--- src/sv/wnc_pkg.sv ---
// Shared types and constants for the weighted node choice block.
// Item structs, command/status structs and fixed field widths.
// No dependencies.
`timescale 1ns / 1ps
`default_nettype none

package wnc_pkg;

    localparam int SCORE_W  = 16;
    localparam int WEIGHT_W = 48;
    localparam int RAND_W   = 8;
    localparam int SKEW_W   = 16;
    localparam int CHOICE_W = 6;
    localparam int RULE_W   = 2;
    localparam int Q_FRAC   = 8;
    localparam int MODC_W   = $clog2(RAND_W);

    localparam logic [SKEW_W-1:0] SKEW_RESET = 16'd384;

    localparam logic [RULE_W-1:0] RULE_EXACT    = 2'd0;
    localparam logic [RULE_W-1:0] RULE_WEIGHTED = 2'd1;
    localparam logic [RULE_W-1:0] RULE_LEAST    = 2'd2;

    typedef struct packed {
        logic [SCORE_W-1:0]  hit_score;
        logic [WEIGHT_W-1:0] node_weight;
        logic [SCORE_W-1:0]  match_target;
        logic [RAND_W-1:0]   rand_match;
        logic [RAND_W-1:0]   rand_weighted;
        logic [RAND_W-1:0]   rand_least;
        logic                last_node;
    } in_item_t;

    typedef struct packed {
        logic [CHOICE_W-1:0] chosen_node;
        logic [RULE_W-1:0]   rule_used;
    } out_item_t;

    typedef enum logic [1:0] {
        MUL_SKEW,
        MUL_WN,
        MUL_PA,
        MUL_PB
    } mul_sel_t;

    typedef enum logic [1:0] {
        SCAN_MATCH,
        SCAN_WEIGHTED,
        SCAN_LEAST
    } scan_sel_t;

    typedef struct packed {
        logic      store;
        logic      mod_step;
        logic      scan_init;
        scan_sel_t scan_sel;
        logic      scan_next;
        mul_sel_t  mul_sel;
        logic      skew_cap;
        logic      den_cap;
        logic      pa_cap;
        logic      t0_eval;
        logic      t1_upd;
        logic      t1_pick;
        logic      t2_eval;
        logic      out_load;
    } cmd_t;

    typedef struct packed {
        logic last_node;
        logic mod_last;
        logic scan_last;
        logic match;
        logic have;
        logic out_free;
    } status_t;

endpackage

`default_nettype wire

--- src/sv/weighted_node_choice.sv ---
// Top level of the weighted node choice block: controller plus datapath.
// Depends on wnc_pkg, wnc_ctrl and wnc_dpath.
//
// Usage: each input item carries one candidate node (hit score and weight).
// Items are taken one per cycle while the block is loading. The item with
// last_node set closes the set; its match target and three random starts are
// used for the decision, and exactly one result item follows for that set.
// Nodes beyond NODES are dropped, but a last mark on such an item still closes
// the set.
// After the last item the bit-serial modulo unit runs first. Then come the
// exact-match tier, the load-weighted tier (one shared multiplier is reused
// three times per node, plus once per set for the skew product) and the
// least-loaded tier; each tier scans the nodes and runs only when the tiers
// before it gave no choice.
// Input ready is low from the last item until the result is in the output
// register. A result waiting on a stalled receiver holds the next set's
// loading open, and a further decision waits until the output register frees.
// Reset clears the node count, the weight total and the output valid, and
// sets skew_threshold to 1.5 (Q8.8 value 384). cfg_wr_en writes the
// threshold in the same cycle and must only be used while the block is idle.
`timescale 1ns / 1ps
`default_nettype none

module weighted_node_choice
    import wnc_pkg::*;
#(
    parameter int NODES = 8
)
(
    input  wire logic      clk,
    input  wire logic      rst_n,
    input  wire logic      cfg_wr_en,
    input  wire logic [SKEW_W-1:0] cfg_wr_data,
    input  wire logic      in_valid,
    output logic           in_ready,
    input  wire in_item_t  in_item,
    output logic           out_valid,
    input  wire logic      out_ready,
    output out_item_t      out_item
);

    // Command and status bundles between the sequencer and the datapath.
    cmd_t    cmd;
    status_t status;

    wnc_ctrl u_ctrl (
        .clk      (clk),
        .rst_n    (rst_n),
        .in_valid (in_valid),
        .in_ready (in_ready),
        .status   (status),
        .cmd      (cmd)
    );

    wnc_dpath #(
        .NODES (NODES)
    ) u_dpath (
        .clk         (clk),
        .rst_n       (rst_n),
        .cfg_wr_en   (cfg_wr_en),
        .cfg_wr_data (cfg_wr_data),
        .in_item     (in_item),
        .cmd         (cmd),
        .status      (status),
        .out_ready   (out_ready),
        .out_valid   (out_valid),
        .out_item    (out_item)
    );

endmodule

`default_nettype wire

--- src/sv/wnc_dpath.sv ---
// Datapath of the weighted node choice block: node stores, running totals,
// modulo unit, shared multiplier, scan registers and the result register.
// Depends on wnc_pkg.
`timescale 1ns / 1ps
`default_nettype none

module wnc_dpath
    import wnc_pkg::*;
#(
    parameter int NODES = 8
)
(
    input  wire logic      clk,
    input  wire logic      rst_n,
    input  wire logic      cfg_wr_en,
    input  wire logic [SKEW_W-1:0] cfg_wr_data,
    input  wire in_item_t  in_item,
    input  wire cmd_t      cmd,
    output status_t        status,
    input  wire logic      out_ready,
    output logic           out_valid,
    output out_item_t      out_item
);

    localparam int IDX_W  = $clog2(NODES);
    localparam int CNT_W  = $clog2(NODES + 1);
    localparam int REM_W  = CNT_W + 1;
    localparam int TOT_W  = WEIGHT_W + IDX_W;
    localparam int WN_W   = WEIGHT_W + CNT_W;
    localparam int PROD_W = WN_W + SCORE_W;

    logic [SCORE_W-1:0]  score_mem [NODES];
    logic [WEIGHT_W-1:0] weight_mem [NODES];
    logic [SCORE_W-1:0]  rd_score_reg;
    logic [WEIGHT_W-1:0] rd_weight_reg;

    logic [SKEW_W-1:0] skew_reg;
    logic [CNT_W-1:0]  count_reg;
    logic [TOT_W-1:0]  total_reg;
    logic [SCORE_W-1:0] target_reg;

    logic [RAND_W-1:0] div_reg [3];
    logic [REM_W-1:0]  rem_reg [3];
    logic [REM_W-1:0]  rem_next [3];
    logic [MODC_W-1:0] modc_reg;

    logic [IDX_W-1:0] idx_reg;
    logic [IDX_W-1:0] j_reg;
    logic [IDX_W-1:0] idx_wrap;
    logic [IDX_W-1:0] start_sel;

    logic [WN_W-1:0]    op_a;
    logic [SCORE_W-1:0] op_b;
    logic [PROD_W-1:0]  prod_reg;
    logic [PROD_W-1:0]  skew_tot_reg;
    logic [PROD_W-1:0]  pa_reg;
    logic [WN_W-1:0]    wn;
    logic [WN_W-1:0]    d_reg;
    logic               elig_reg;

    logic [SCORE_W-1:0] best_s_reg;
    logic [WN_W-1:0]    best_d_reg;
    logic [IDX_W-1:0]   best_idx_reg;
    logic               have_reg;
    logic               take;

    logic [WEIGHT_W-1:0] bw_reg;
    logic [IDX_W-1:0]    choice_reg;
    logic [RULE_W-1:0]   rule_reg;
    logic                room;
    logic                match;

    assign room = (count_reg < CNT_W'(NODES));

    // Node stores: written in load order, read at the scan index.
    always_ff @(posedge clk)
    begin
        if (cmd.store && room)
        begin
            score_mem[count_reg[IDX_W-1:0]]  <= in_item.hit_score;
            weight_mem[count_reg[IDX_W-1:0]] <= in_item.node_weight;
        end
        rd_score_reg  <= score_mem[idx_reg];
        rd_weight_reg <= weight_mem[idx_reg];
    end

    // Restoring remainder, one dividend bit per cycle in three lanes.
    always_comb
    begin
        for (int k = 0; k < 3; k++)
        begin
            logic [REM_W-1:0] sh;
            sh = {rem_reg[k][REM_W-2:0], div_reg[k][RAND_W-1]};
            rem_next[k] = (sh >= REM_W'(count_reg)) ? sh - REM_W'(count_reg) : sh;
        end
    end

    always_comb
    begin
        case (cmd.scan_sel)
            SCAN_MATCH:    start_sel = rem_reg[0][IDX_W-1:0];
            SCAN_WEIGHTED: start_sel = rem_reg[1][IDX_W-1:0];
            SCAN_LEAST:    start_sel = rem_reg[2][IDX_W-1:0];
            default:       start_sel = rem_reg[2][IDX_W-1:0];
        endcase
    end

    assign idx_wrap = (CNT_W'(idx_reg) + CNT_W'(1) == count_reg) ? '0 : idx_reg + IDX_W'(1);

    // One shared multiplier, operands chosen by the controller.
    always_comb
    begin
        case (cmd.mul_sel)
            MUL_SKEW:
            begin
                op_a = WN_W'(total_reg);
                op_b = SCORE_W'(skew_reg);
            end
            MUL_WN:
            begin
                op_a = WN_W'(rd_weight_reg);
                op_b = SCORE_W'(count_reg);
            end
            MUL_PA:
            begin
                op_a = best_d_reg;
                op_b = rd_score_reg;
            end
            MUL_PB:
            begin
                op_a = d_reg;
                op_b = best_s_reg;
            end
            default:
            begin
                op_a = d_reg;
                op_b = best_s_reg;
            end
        endcase
    end

    assign wn    = WN_W'(prod_reg);
    assign match = (rd_score_reg == target_reg);
    // An eligible candidate replaces the best if score*best_den > best_score*den.
    assign take  = elig_reg && (have_reg ? (pa_reg > prod_reg) : (rd_score_reg != '0));

    always_ff @(posedge clk)
    begin
        prod_reg <= PROD_W'(op_a) * PROD_W'(op_b);
        if (cmd.skew_cap)
        begin
            skew_tot_reg <= prod_reg;
        end
        if (cmd.den_cap)
        begin
            d_reg    <= (wn > WN_W'(total_reg)) ? wn : WN_W'(total_reg);
            elig_reg <= (total_reg != '0) && (skew_tot_reg > (PROD_W'(wn) << Q_FRAC));
        end
        if (cmd.pa_cap)
        begin
            pa_reg <= prod_reg;
        end
        if (cmd.store && in_item.last_node)
        begin
            target_reg <= in_item.match_target;
        end
        if (cmd.t1_upd && take)
        begin
            best_s_reg   <= rd_score_reg;
            best_d_reg   <= d_reg;
            best_idx_reg <= idx_reg;
        end
        if (cmd.t0_eval && match)
        begin
            choice_reg <= idx_reg;
            rule_reg   <= RULE_EXACT;
        end
        if (cmd.t1_pick)
        begin
            choice_reg <= best_idx_reg;
            rule_reg   <= RULE_WEIGHTED;
        end
        if (cmd.t2_eval && ((j_reg == '0) || (rd_weight_reg < bw_reg)))
        begin
            bw_reg     <= rd_weight_reg;
            choice_reg <= idx_reg;
            rule_reg   <= RULE_LEAST;
        end
        if (cmd.out_load)
        begin
            out_item.chosen_node <= CHOICE_W'(choice_reg);
            out_item.rule_used   <= rule_reg;
        end
        if (cmd.store)
        begin
            div_reg[0] <= in_item.rand_match;
            div_reg[1] <= in_item.rand_weighted;
            div_reg[2] <= in_item.rand_least;
        end
        else if (cmd.mod_step)
        begin
            for (int k = 0; k < 3; k++)
            begin
                div_reg[k] <= div_reg[k] << 1;
            end
        end
        for (int k = 0; k < 3; k++)
        begin
            if (cmd.store)
            begin
                rem_reg[k] <= '0;
            end
            else if (cmd.mod_step)
            begin
                rem_reg[k] <= rem_next[k];
            end
        end
    end

    always_ff @(posedge clk or negedge rst_n)
    begin
        if (!rst_n)
        begin
            skew_reg  <= SKEW_RESET;
            count_reg <= '0;
            total_reg <= '0;
            modc_reg  <= '0;
            idx_reg   <= '0;
            j_reg     <= '0;
            have_reg  <= 1'b0;
            out_valid <= 1'b0;
        end
        else
        begin
            if (cfg_wr_en)
            begin
                skew_reg <= cfg_wr_data;
            end
            if (cmd.out_load)
            begin
                count_reg <= '0;
                total_reg <= '0;
            end
            else if (cmd.store && room)
            begin
                count_reg <= count_reg + CNT_W'(1);
                total_reg <= total_reg + TOT_W'(in_item.node_weight);
            end
            if (cmd.store)
            begin
                modc_reg <= '0;
            end
            else if (cmd.mod_step)
            begin
                modc_reg <= modc_reg + MODC_W'(1);
            end
            if (cmd.scan_init)
            begin
                idx_reg  <= start_sel;
                j_reg    <= '0;
                have_reg <= 1'b0;
            end
            else if (cmd.scan_next)
            begin
                idx_reg <= idx_wrap;
                j_reg   <= j_reg + IDX_W'(1);
            end
            if (cmd.t1_upd && take)
            begin
                have_reg <= 1'b1;
            end
            if (cmd.out_load)
            begin
                out_valid <= 1'b1;
            end
            else if (out_ready)
            begin
                out_valid <= 1'b0;
            end
        end
    end

    always_comb
    begin
        status.last_node = in_item.last_node;
        status.mod_last  = (modc_reg == MODC_W'(RAND_W - 1));
        status.scan_last = (CNT_W'(j_reg) + CNT_W'(1) == count_reg);
        status.match     = match;
        status.have      = have_reg;
        status.out_free  = !out_valid || out_ready;
    end

endmodule

`default_nettype wire

--- src/sv/wnc_ctrl.sv ---
// Controller of the weighted node choice block: sequences loading, the
// modulo unit and the three scans. Depends on wnc_pkg.
`timescale 1ns / 1ps
`default_nettype none

module wnc_ctrl
    import wnc_pkg::*;
(
    input  wire logic    clk,
    input  wire logic    rst_n,
    input  wire logic    in_valid,
    output logic         in_ready,
    input  wire status_t status,
    output cmd_t         cmd
);

    typedef enum logic [3:0] {
        S_IDLE,
        S_MOD,
        S_T0_INIT,
        S_T0_RD,
        S_T0_EV,
        S_T1_PRE,
        S_T1_CAP,
        S_T1_RD,
        S_T1_MW,
        S_T1_DEN,
        S_T1_PA,
        S_T1_PB,
        S_T1_UPD,
        S_T1_END,
        S_T2_RD,
        S_T2_EV
    } state_t;

    state_t state_reg;
    state_t state_next;
    logic   done_reg;
    logic   done_next;

    always_comb
    begin
        state_next = state_reg;
        done_next  = done_reg;
        cmd        = '0;
        cmd.scan_sel = SCAN_MATCH;
        cmd.mul_sel  = MUL_WN;
        in_ready   = (state_reg == S_IDLE) && !done_reg;

        if (done_reg)
        begin
            // Decision made; wait for the result register to be free.
            if (status.out_free)
            begin
                cmd.out_load = 1'b1;
                done_next    = 1'b0;
            end
        end
        else
        begin
            case (state_reg)
                S_IDLE:
                begin
                    if (in_valid)
                    begin
                        cmd.store = 1'b1;
                        if (status.last_node)
                        begin
                            state_next = S_MOD;
                        end
                    end
                end
                S_MOD:
                begin
                    cmd.mod_step = 1'b1;
                    if (status.mod_last)
                    begin
                        state_next = S_T0_INIT;
                    end
                end
                S_T0_INIT:
                begin
                    cmd.scan_init = 1'b1;
                    cmd.scan_sel  = SCAN_MATCH;
                    state_next    = S_T0_RD;
                end
                S_T0_RD:
                begin
                    state_next = S_T0_EV;
                end
                S_T0_EV:
                begin
                    cmd.t0_eval = 1'b1;
                    if (status.match)
                    begin
                        state_next = S_IDLE;
                        done_next  = 1'b1;
                    end
                    else if (status.scan_last)
                    begin
                        cmd.scan_init = 1'b1;
                        cmd.scan_sel  = SCAN_WEIGHTED;
                        state_next    = S_T1_PRE;
                    end
                    else
                    begin
                        cmd.scan_next = 1'b1;
                        state_next    = S_T0_RD;
                    end
                end
                S_T1_PRE:
                begin
                    cmd.mul_sel = MUL_SKEW;
                    state_next  = S_T1_CAP;
                end
                S_T1_CAP:
                begin
                    cmd.skew_cap = 1'b1;
                    state_next   = S_T1_RD;
                end
                S_T1_RD:
                begin
                    state_next = S_T1_MW;
                end
                S_T1_MW:
                begin
                    cmd.mul_sel = MUL_WN;
                    state_next  = S_T1_DEN;
                end
                S_T1_DEN:
                begin
                    cmd.den_cap = 1'b1;
                    state_next  = S_T1_PA;
                end
                S_T1_PA:
                begin
                    cmd.mul_sel = MUL_PA;
                    state_next  = S_T1_PB;
                end
                S_T1_PB:
                begin
                    cmd.pa_cap  = 1'b1;
                    cmd.mul_sel = MUL_PB;
                    state_next  = S_T1_UPD;
                end
                S_T1_UPD:
                begin
                    cmd.t1_upd = 1'b1;
                    if (status.scan_last)
                    begin
                        state_next = S_T1_END;
                    end
                    else
                    begin
                        cmd.scan_next = 1'b1;
                        state_next    = S_T1_RD;
                    end
                end
                S_T1_END:
                begin
                    if (status.have)
                    begin
                        cmd.t1_pick = 1'b1;
                        state_next  = S_IDLE;
                        done_next   = 1'b1;
                    end
                    else
                    begin
                        cmd.scan_init = 1'b1;
                        cmd.scan_sel  = SCAN_LEAST;
                        state_next    = S_T2_RD;
                    end
                end
                S_T2_RD:
                begin
                    state_next = S_T2_EV;
                end
                S_T2_EV:
                begin
                    cmd.t2_eval = 1'b1;
                    if (status.scan_last)
                    begin
                        state_next = S_IDLE;
                        done_next  = 1'b1;
                    end
                    else
                    begin
                        cmd.scan_next = 1'b1;
                        state_next    = S_T2_RD;
                    end
                end
                default:
                begin
                    state_next = S_IDLE;
                end
            endcase
        end
    end

    always_ff @(posedge clk or negedge rst_n)
    begin
        if (!rst_n)
        begin
            state_reg <= S_IDLE;
            done_reg  <= 1'b0;
        end
        else
        begin
            state_reg <= state_next;
            done_reg  <= done_next;
        end
    end

endmodule

`default_nettype wire
--- config.mk ---
export PLATFORM = sky130hd
export DESIGN_NAME = weighted_node_choice
export DESIGN_NICKNAME = d
export VERILOG_FILES = /design/src/sv/wnc_pkg.sv /design/src/sv/weighted_node_choice.sv /design/src/sv/wnc_dpath.sv /design/src/sv/wnc_ctrl.sv
export SDC_FILE = /design/constraint.sdc
export NUM_CORES = 2
export LEC_CHECK = 0
export ABC_AREA = 1
export BUFFER_PORTS_ARGS = -buffer_cell sky130_fd_sc_hd__buf_2
export CORE_MARGIN = 5
export CORE_UTILIZATION = 45
export CTS_CLUSTER_DIAMETER = 100
export CTS_CLUSTER_SIZE = 20
export DETAILED_ROUTE_END_ITERATION = 6
export REMOVE_ABC_BUFFERS = 1
export SYNTH_ARGS = -nofsm -noshare
export SYNTH_HDL_FRONTEND = slang
export SYNTH_SLANG_ARGS = --single-unit
--- constraint.sdc ---
create_clock -name clk -period 8.35 [get_ports clk]
set_input_delay 2.0875 -clock clk [delete_from_list [all_inputs] [get_ports clk]]
set_output_delay 2.0875 -clock clk [all_outputs]
set_load 0.01 [all_outputs]
# After elaboration in Yosys (flattened, before gate mapping)
# Memories as Yosys holds them, arrays and structs flattened. A register that Yosys moved wholly into a read port is not among the register bits.
# Index checks and enable logic that the tools add are counted.
[totals] regBits=489 mem_bits_rw=551 inputBits=126 output_inout_bits=10 wordCells=184 mem_count=4
[op_classes] add_sub_neg=10 mul=1 order_cmp=8 eq_ne=26 muxes=76 bitwise_logic=7 reduce_logical=27
[mem_list] memory="u_dpath.weight_mem" depth=8 word_bits=48 read_ports=1 rd_ports_with_merged_regs=1 wr=1 line_no="wnc_dpath.sv:33" rtl="logic [WEIGHT_W-1:0] weight_mem [NODES];"
[mem_list] memory="u_dpath.score_mem" depth=8 word_bits=16 read_ports=1 rd_ports_with_merged_regs=1 wr=1 line_no="wnc_dpath.sv:32" rtl="logic [SCORE_W-1:0] score_mem [NODES];"
[mem_list] memory="u_dpath.div_reg" depth=3 word_bits=8 read_ports=3 rd_ports_with_merged_regs=0 wr=3 line_no="wnc_dpath.sv:42" rtl="logic [RAND_W-1:0] div_reg [3];"
[mem_list] memory="u_dpath.rem_reg" depth=3 word_bits=5 read_ports=3 rd_ports_with_merged_regs=0 wr=3 line_no="wnc_dpath.sv:43" rtl="logic [REM_W-1:0] rem_reg [3];"
[op_table] op="$pmux 52 s4" count=1
[op_table] op="$mux 51" count=3
[op_table] op="$gt 68x60->1" count=1
[op_table] op="$gt 68x68->1" count=1
[op_table] op="$mul 52x16->68" count=1
[op_table] op="$pmux 16 s4" count=1
[op_table] op="$pmux 4 s16" count=1
[op_table] op="$gt 52x51->1" count=1
[op_table] op="$add 51x48->51" count=1
[op_table] op="$reduce_bool 51->1" count=1
[op_table] op="$lt 48x48->1" count=1
[op_table] op="$mux 3" count=14
[op_table] op="$mux 4" count=9
[op_table] op="$eq 4x4->1 const B" count=8
[op_table] op="$mux 1" count=30
[op_table] op="$mux 5" count=6
[op_table] op="$mux 8" count=3
[op_table] op="$eq 16x16->1" count=1
[op_table] op="$eq 4x3->1 const B" count=4
[op_table] op="$reduce_bool 16->1" count=1
[op_table] op="$ge 5x4->1" count=3
[op_table] op="$mux 15" count=1
[op_table] op="$sub 5x4->5" count=3
[op_table] op="$reduce_bool 2->1" count=6
[op_table] op="other kinds (28)" count=53

# Longest topological paths before layout
[logic_depth] word_depth=10 mapped_depth=38 mapped_depth_nobuf=36

# Hierarchy
# A second synthesis with hierarchy kept.
[unflattened] hier_cells=8120 area_unflattened_um2=76787.4
[modules_own_cells] mod="wnc_dpath" n_inst=1 cells_per_inst=8019 area_per_inst_um2=76210.6 seq_area_each_um2=31162.4
[modules_own_cells] mod="wnc_ctrl" n_inst=1 cells_per_inst=101 area_per_inst_um2=576.8 seq_area_each_um2=125.1

# Worst setup path before layout
# Ideal clock, no wire load.
[synth_timing] kind="input-to-reg" from="input in_valid" to="memory u_dpath.score_mem[0][0] (enable)" setup_ns=0.565 t_arrival_ns=7.356 t_required_ns=7.785 path_slack_ns=0.430 path_stages=7 n_path_buf=1 cell_sequence="inv_1 -> nor3_1 -> nand2_1 -> inv_1 -> clkbuf_1 -> nand2_1 -> nor3_1"
[synth_via] elab_chain_len=6
[synth_rtl] item="start: declaration" line_no="weighted_node_choice.sv:34" rtl="input wire logic in_valid,"
[synth_rtl] item="$mux 1" line_no="wnc_ctrl.sv:64" rtl="if (in_valid)"
[synth_rtl] item="$mux 1" line_no="wnc_ctrl.sv:61" rtl="case (state_reg)"
[synth_rtl] item="$mux 15" line_no="wnc_ctrl.sv:50" rtl="if (done_reg)"
[synth_rtl] item="$logic_and 1x1->1" line_no="wnc_dpath.sv:78" rtl="if (cmd.store && room)"
[synth_rtl] item="$mux 1" line_no="wnc_dpath.sv:78"
[synth_rtl] item="$mux 1 (implied by the code)" line_no="wnc_dpath.sv:80" rtl="score_mem[count_reg[IDX_W-1:0]] <= in_item.hit_score;"
[synth_rtl] item="end: declaration" line_no="wnc_dpath.sv:32"
# Every way passes these cells.

# Worst setup path in the final report
[layout_timing] from="register u_ctrl.state_reg[1]" to="register u_dpath.prod_reg[58]"
[layout_via] elab_chain_len=6 elab_cells_between_ends=12 cone_classes="1 x mul; 6 x eq/ne; 4 x mux; 1 x reduce/logical"
[layout_rtl] item="start: declaration" line_no="wnc_ctrl.sv:36" rtl="state_t state_reg;"
[layout_rtl] item="start signal: assignment" line_no="wnc_ctrl.sv:209" rtl="state_reg <= state_next;"
[layout_rtl] item="$eq 4x4->1 / $eq 4x3->1 (equally long branches)" line_no="wnc_ctrl.sv:61"
[layout_rtl] item="$pmux 2 s3 *" line_no="wnc_ctrl.sv:61"
[layout_rtl] item="$mux 15 *" line_no="wnc_ctrl.sv:50"
[layout_rtl] item="$eq 2x2->1, or another cell as far along" line_no="wnc_dpath.sv:113" rtl="case (cmd.mul_sel)"
[layout_rtl] item="$pmux 52 s4 / $pmux 16 s4 (equally long branches)" line_no="wnc_dpath.sv:113"
[layout_rtl] item="$mul 52x16->68 *" line_no="wnc_dpath.sv:149" rtl="prod_reg <= PROD_W'(op_a) * PROD_W'(op_b);"
[layout_rtl] item="end signal: assignment" line_no="wnc_dpath.sv:149"
[layout_rtl] item="end: declaration" line_no="wnc_dpath.sv:54" rtl="logic [PROD_W-1:0] prod_reg;"
# Every way passes the cells marked *; elsewhere a longest branch is shown, timed or not.
# A chain may end at the register's enable or synchronous reset.

==> summary.md <==
## Outcome
* complete, no violations — outcome

## Synthesis
* 8174 — gate count of the mapped netlist
* adder cells — dominant combinational cell family by area after synthesis
* 880 — number of enable flip-flop cells after synthesis
* sky130_fd_sc_hd__nand2_1 — count leader, synth
* sky130_fd_sc_hd__edfxtp_1 35%, sky130_fd_sc_hd__fa_1 18%, sky130_fd_sc_hd__nand2_1 8.0% — cell types with the largest area share after synthesis
* 0.07902 — Post-synth ARST share
* 56 — Synth cell types
* 76250 sq um — cell area after technology mapping
* 0.2539 — arithmetic-cell share of the synthesized area counting full adders, half adders and majority gates
* 9.328 sq um — average cell area after synthesis
* 0.1629 — Simple-Gate Fraction of Synth Area
* 0.0004266 — share of cell area taken by muxes after synthesis
* 0.4103 — register area share after synthesis
* 0.008040 — Synth Area in XOR/XNOR
* sky130_fd_sc_hd__edfxtp_1 — Synth Flop Type
* 0.08165 — share of the synthesized area in compound gates (AO/OA/AOI/OAI)
* 0.3466 — top cell type's share of synthesized area
* 1101 — Synth Register Bits
* sky130_fd_sc_hd__edfxtp_1 — largest area contributor in the netlist
* 0 — number of warnings issued by yosys
* 1625 x sky130_fd_sc_hd__nand2_1, 1317 x sky130_fd_sc_hd__inv_1, 1092 x sky130_fd_sc_hd__nor2_1, 880 x sky130_fd_sc_hd__edfxtp_1, 702 x sky130_fd_sc_hd__fa_1 — Post-synth top cells

## Timing
* 8040 ps — minimum period implied by the final worst setup slack
* 0.9629 — share of the clock period used by the worst path after layout
* 1121 ps — worst-margin pin slew
* 124.4 MHz — Max Fclk
* 0.2499 — headroom to the max-slew limit
* 0 — Final Max Slew Viols
* 0 — Final setup viols
* 0 — number of hold violations in the final report
* 45.17 ps — clock tree skew after final layout

## Clock network
* 720 ps — Skew-Pair Late Insertion Delay
* 0 — quantity of hold-fixing buffers added after cts
* 100 ps — clk slew on worst S/H paths
* 3 — depth of the CTS H-tree
* 3 — clk buf depth
* sky130_fd_sc_hd__clkbuf_16 — clock root buffer master
* 69 — number of clock buffers inserted by TritonCTS
* 1101 — number of clock sinks
* yes — CTS tree

## Setup path
* 8960 ps — endpoint required time on the critical path
* sky130_fd_sc_hd__fa_1 — most prevalent standard cell on the critical path
* flip-flop to flip-flop — critical path start-end classification
* 540 ps — delay of the slowest critical-path stage
* 22 — peak fanout along the critical path
* flip-flop — CP Capture Type
* 8650 ps — crit path DAT
* 310 ps — reg-to-reg setup timing slack
* flip-flop — Setup crit start kind
* sky130_fd_sc_hd__fa_1 — critical path's slowest cell

## Global routing
* 358600 um — wire length of the first global-routing pass
* 173 — largest net degree at the start of global routing
* 57240 — via count of the first global-routing pass
* 0 — aggregate global routing overflow
* 0.2627 — total routing usage reported by global routing
* 12 — antenna violations before repair

## Cells and area
* 8.383% — growth of design area from synthesis to finish
* 384 — number of flip-flops under the largest register name
* 10560 — Non-Filler Instances
* 16080 — Fillers
* 0.06168 — fraction of layout cells with a size suffix above 1
* 9529 — post-layout net count

## Die
* 421.6 um — Die Y-Extent
* 0.4514 — effective utilization at floorplan
* 177800 sq um — Die Footprint
* 136 — top-level port count
* 421.6 um — Die Span X
* 151 — number of rows created at floorplan
* 168900 sq um — core area

## Drt
* 6 — first-pass detailed-route iteration total
* 0 — Final ANT Viol Nets
* 22.39 um — Wirelength per Cell
* 5065 — Iter 0 DRT Violations
* 5.399 — vias per cell
* 0 — count of unresolved DRC violations after routing
* 56990 — overall via count from detail_route
* 236400 um — Routed Wire Length

## Min path
* flip-flop to flip-flop — class of the tightest hold or removal check

## Job
* 0 — number of violations of the max-capacitance limit

## Place
* 0.9578 — weighted congestion at the end of routability-driven global placement
* 179600 um — detailed-placement wirelength estimate
* 10420 — count of placed standard cells including taps
* 132 — Buffers on Ports

## path summary, 6_finish.rpt
kind                                                       from                           endpoint  depth (start not counted)
worst min register to register  u_dpath.choice_reg[2]$_DFFE_PP_      u_dpath.out_item[4]$_DFFE_PP_                          0
max in group asynchronous                                 rst_n  u_dpath.total_reg[18]$_DFFE_PN0P_                          2
worst max-delay path            u_ctrl.state_reg[1]$_DFFE_PN0P_       u_dpath.prod_reg[58]$_DFF_P_                         31
worst max register to register  u_ctrl.state_reg[1]$_DFFE_PN0P_       u_dpath.prod_reg[58]$_DFF_P_                         31
worst min-delay path            u_dpath.choice_reg[2]$_DFFE_PP_      u_dpath.out_item[4]$_DFFE_PP_                          0
min in group asynchronous                                 rst_n    u_ctrl.state_reg[3]$_DFFE_PN0P_                          1
## critical path, delay by kind of cell, from the launching register on
family	cells	cell delay (ps)
simple gates	9	1060
fa+ha+maj	7	3410
flops	1	420
buf+inv	10	1390
compound gates	5	1630
## per-layer routing
layer / vias up / global-route usage / wire length (um)
met1: 28440 / 0.3786 / 105400
li1: 26420 / - / -
met2: 1839 / 0.4244 / 109200
met5: - / 0 / 7
met3: 290 / 0.03368 / 14880
met4: 2 / 0.06572 / 6856
## repair_timing
action / CTS / global route
endpoints found under the setup margin: 0 / 30
buffers inserted: 0 / 2
gates resized for setup: 0 / 34
## stage by stage
step / instance area, sq um / worst slack, ps / TNS, ps / hold WS [ps] / util
final: 82640 / 309.7 / 0 / 426.3 / 0.4893
after global routing: 82640 / -4.864 / -11.72 / 432.9 / 0.4893
after CTS: 82480 / 192.3 / 0 / 425.7 / 0.4883
after detailed placement: 80280 / 226.2 / 0 / 404.5 / 0.4753
after global placement: 80280 / 114.3 / 0 / 402.4 / 0.4753
after floorplan: 75070 / -1581 / -185850 / 400.3 / -
## layout by cell type (no fill, tap or decap), types with 75 or more instances in the layout
master                        n
sky130_fd_sc_hd__o22ai_1     86
sky130_fd_sc_hd__nor2_1    1086
sky130_fd_sc_hd__a21oi_1    321
sky130_fd_sc_hd__dfxtp_1    134
sky130_fd_sc_hd__ha_1       424
sky130_fd_sc_hd__fa_1       702
sky130_fd_sc_hd__nand2_1   1624
sky130_fd_sc_hd__buf_4      132
sky130_fd_sc_hd__buf_2      131
sky130_fd_sc_hd__o21ai_0    480
sky130_fd_sc_hd__dfrtp_1     83
sky130_fd_sc_hd__inv_1     1304
sky130_fd_sc_hd__a31oi_1     75
sky130_fd_sc_hd__nand3_1    228
sky130_fd_sc_hd__edfxtp_1   880
## logic make-up after synthesis
group	Yosys count
AND/OR/NAND/NOR	3123
buffers and inverters	1633
adder cells (fa/ha/maj)	1126
AO/OA/AOI/OAI	1117
flip-flops	1101
XOR/XNOR	70
multiplexers	3
other	1
## area by class of cell
cell class	count	area (sq um)	area share
Sequential cell	1101	31300	0.3787
Clock inverter	15	310.3	0.003755
Timing Repair Buffer	298	2344	0.02836
Inverter	1365	5161	0.06245
Clock buffer	113	1892	0.02289
Tap cell	2218	2775	0.03358
Antenna cell	4	10.01	0.0001211
Multi-Input combinational cell	5442	38860	0.4702
Power is left out: the tool's default activity adds up to more than one toggle a clock period on the data nets, which glitch-free logic cannot reach.
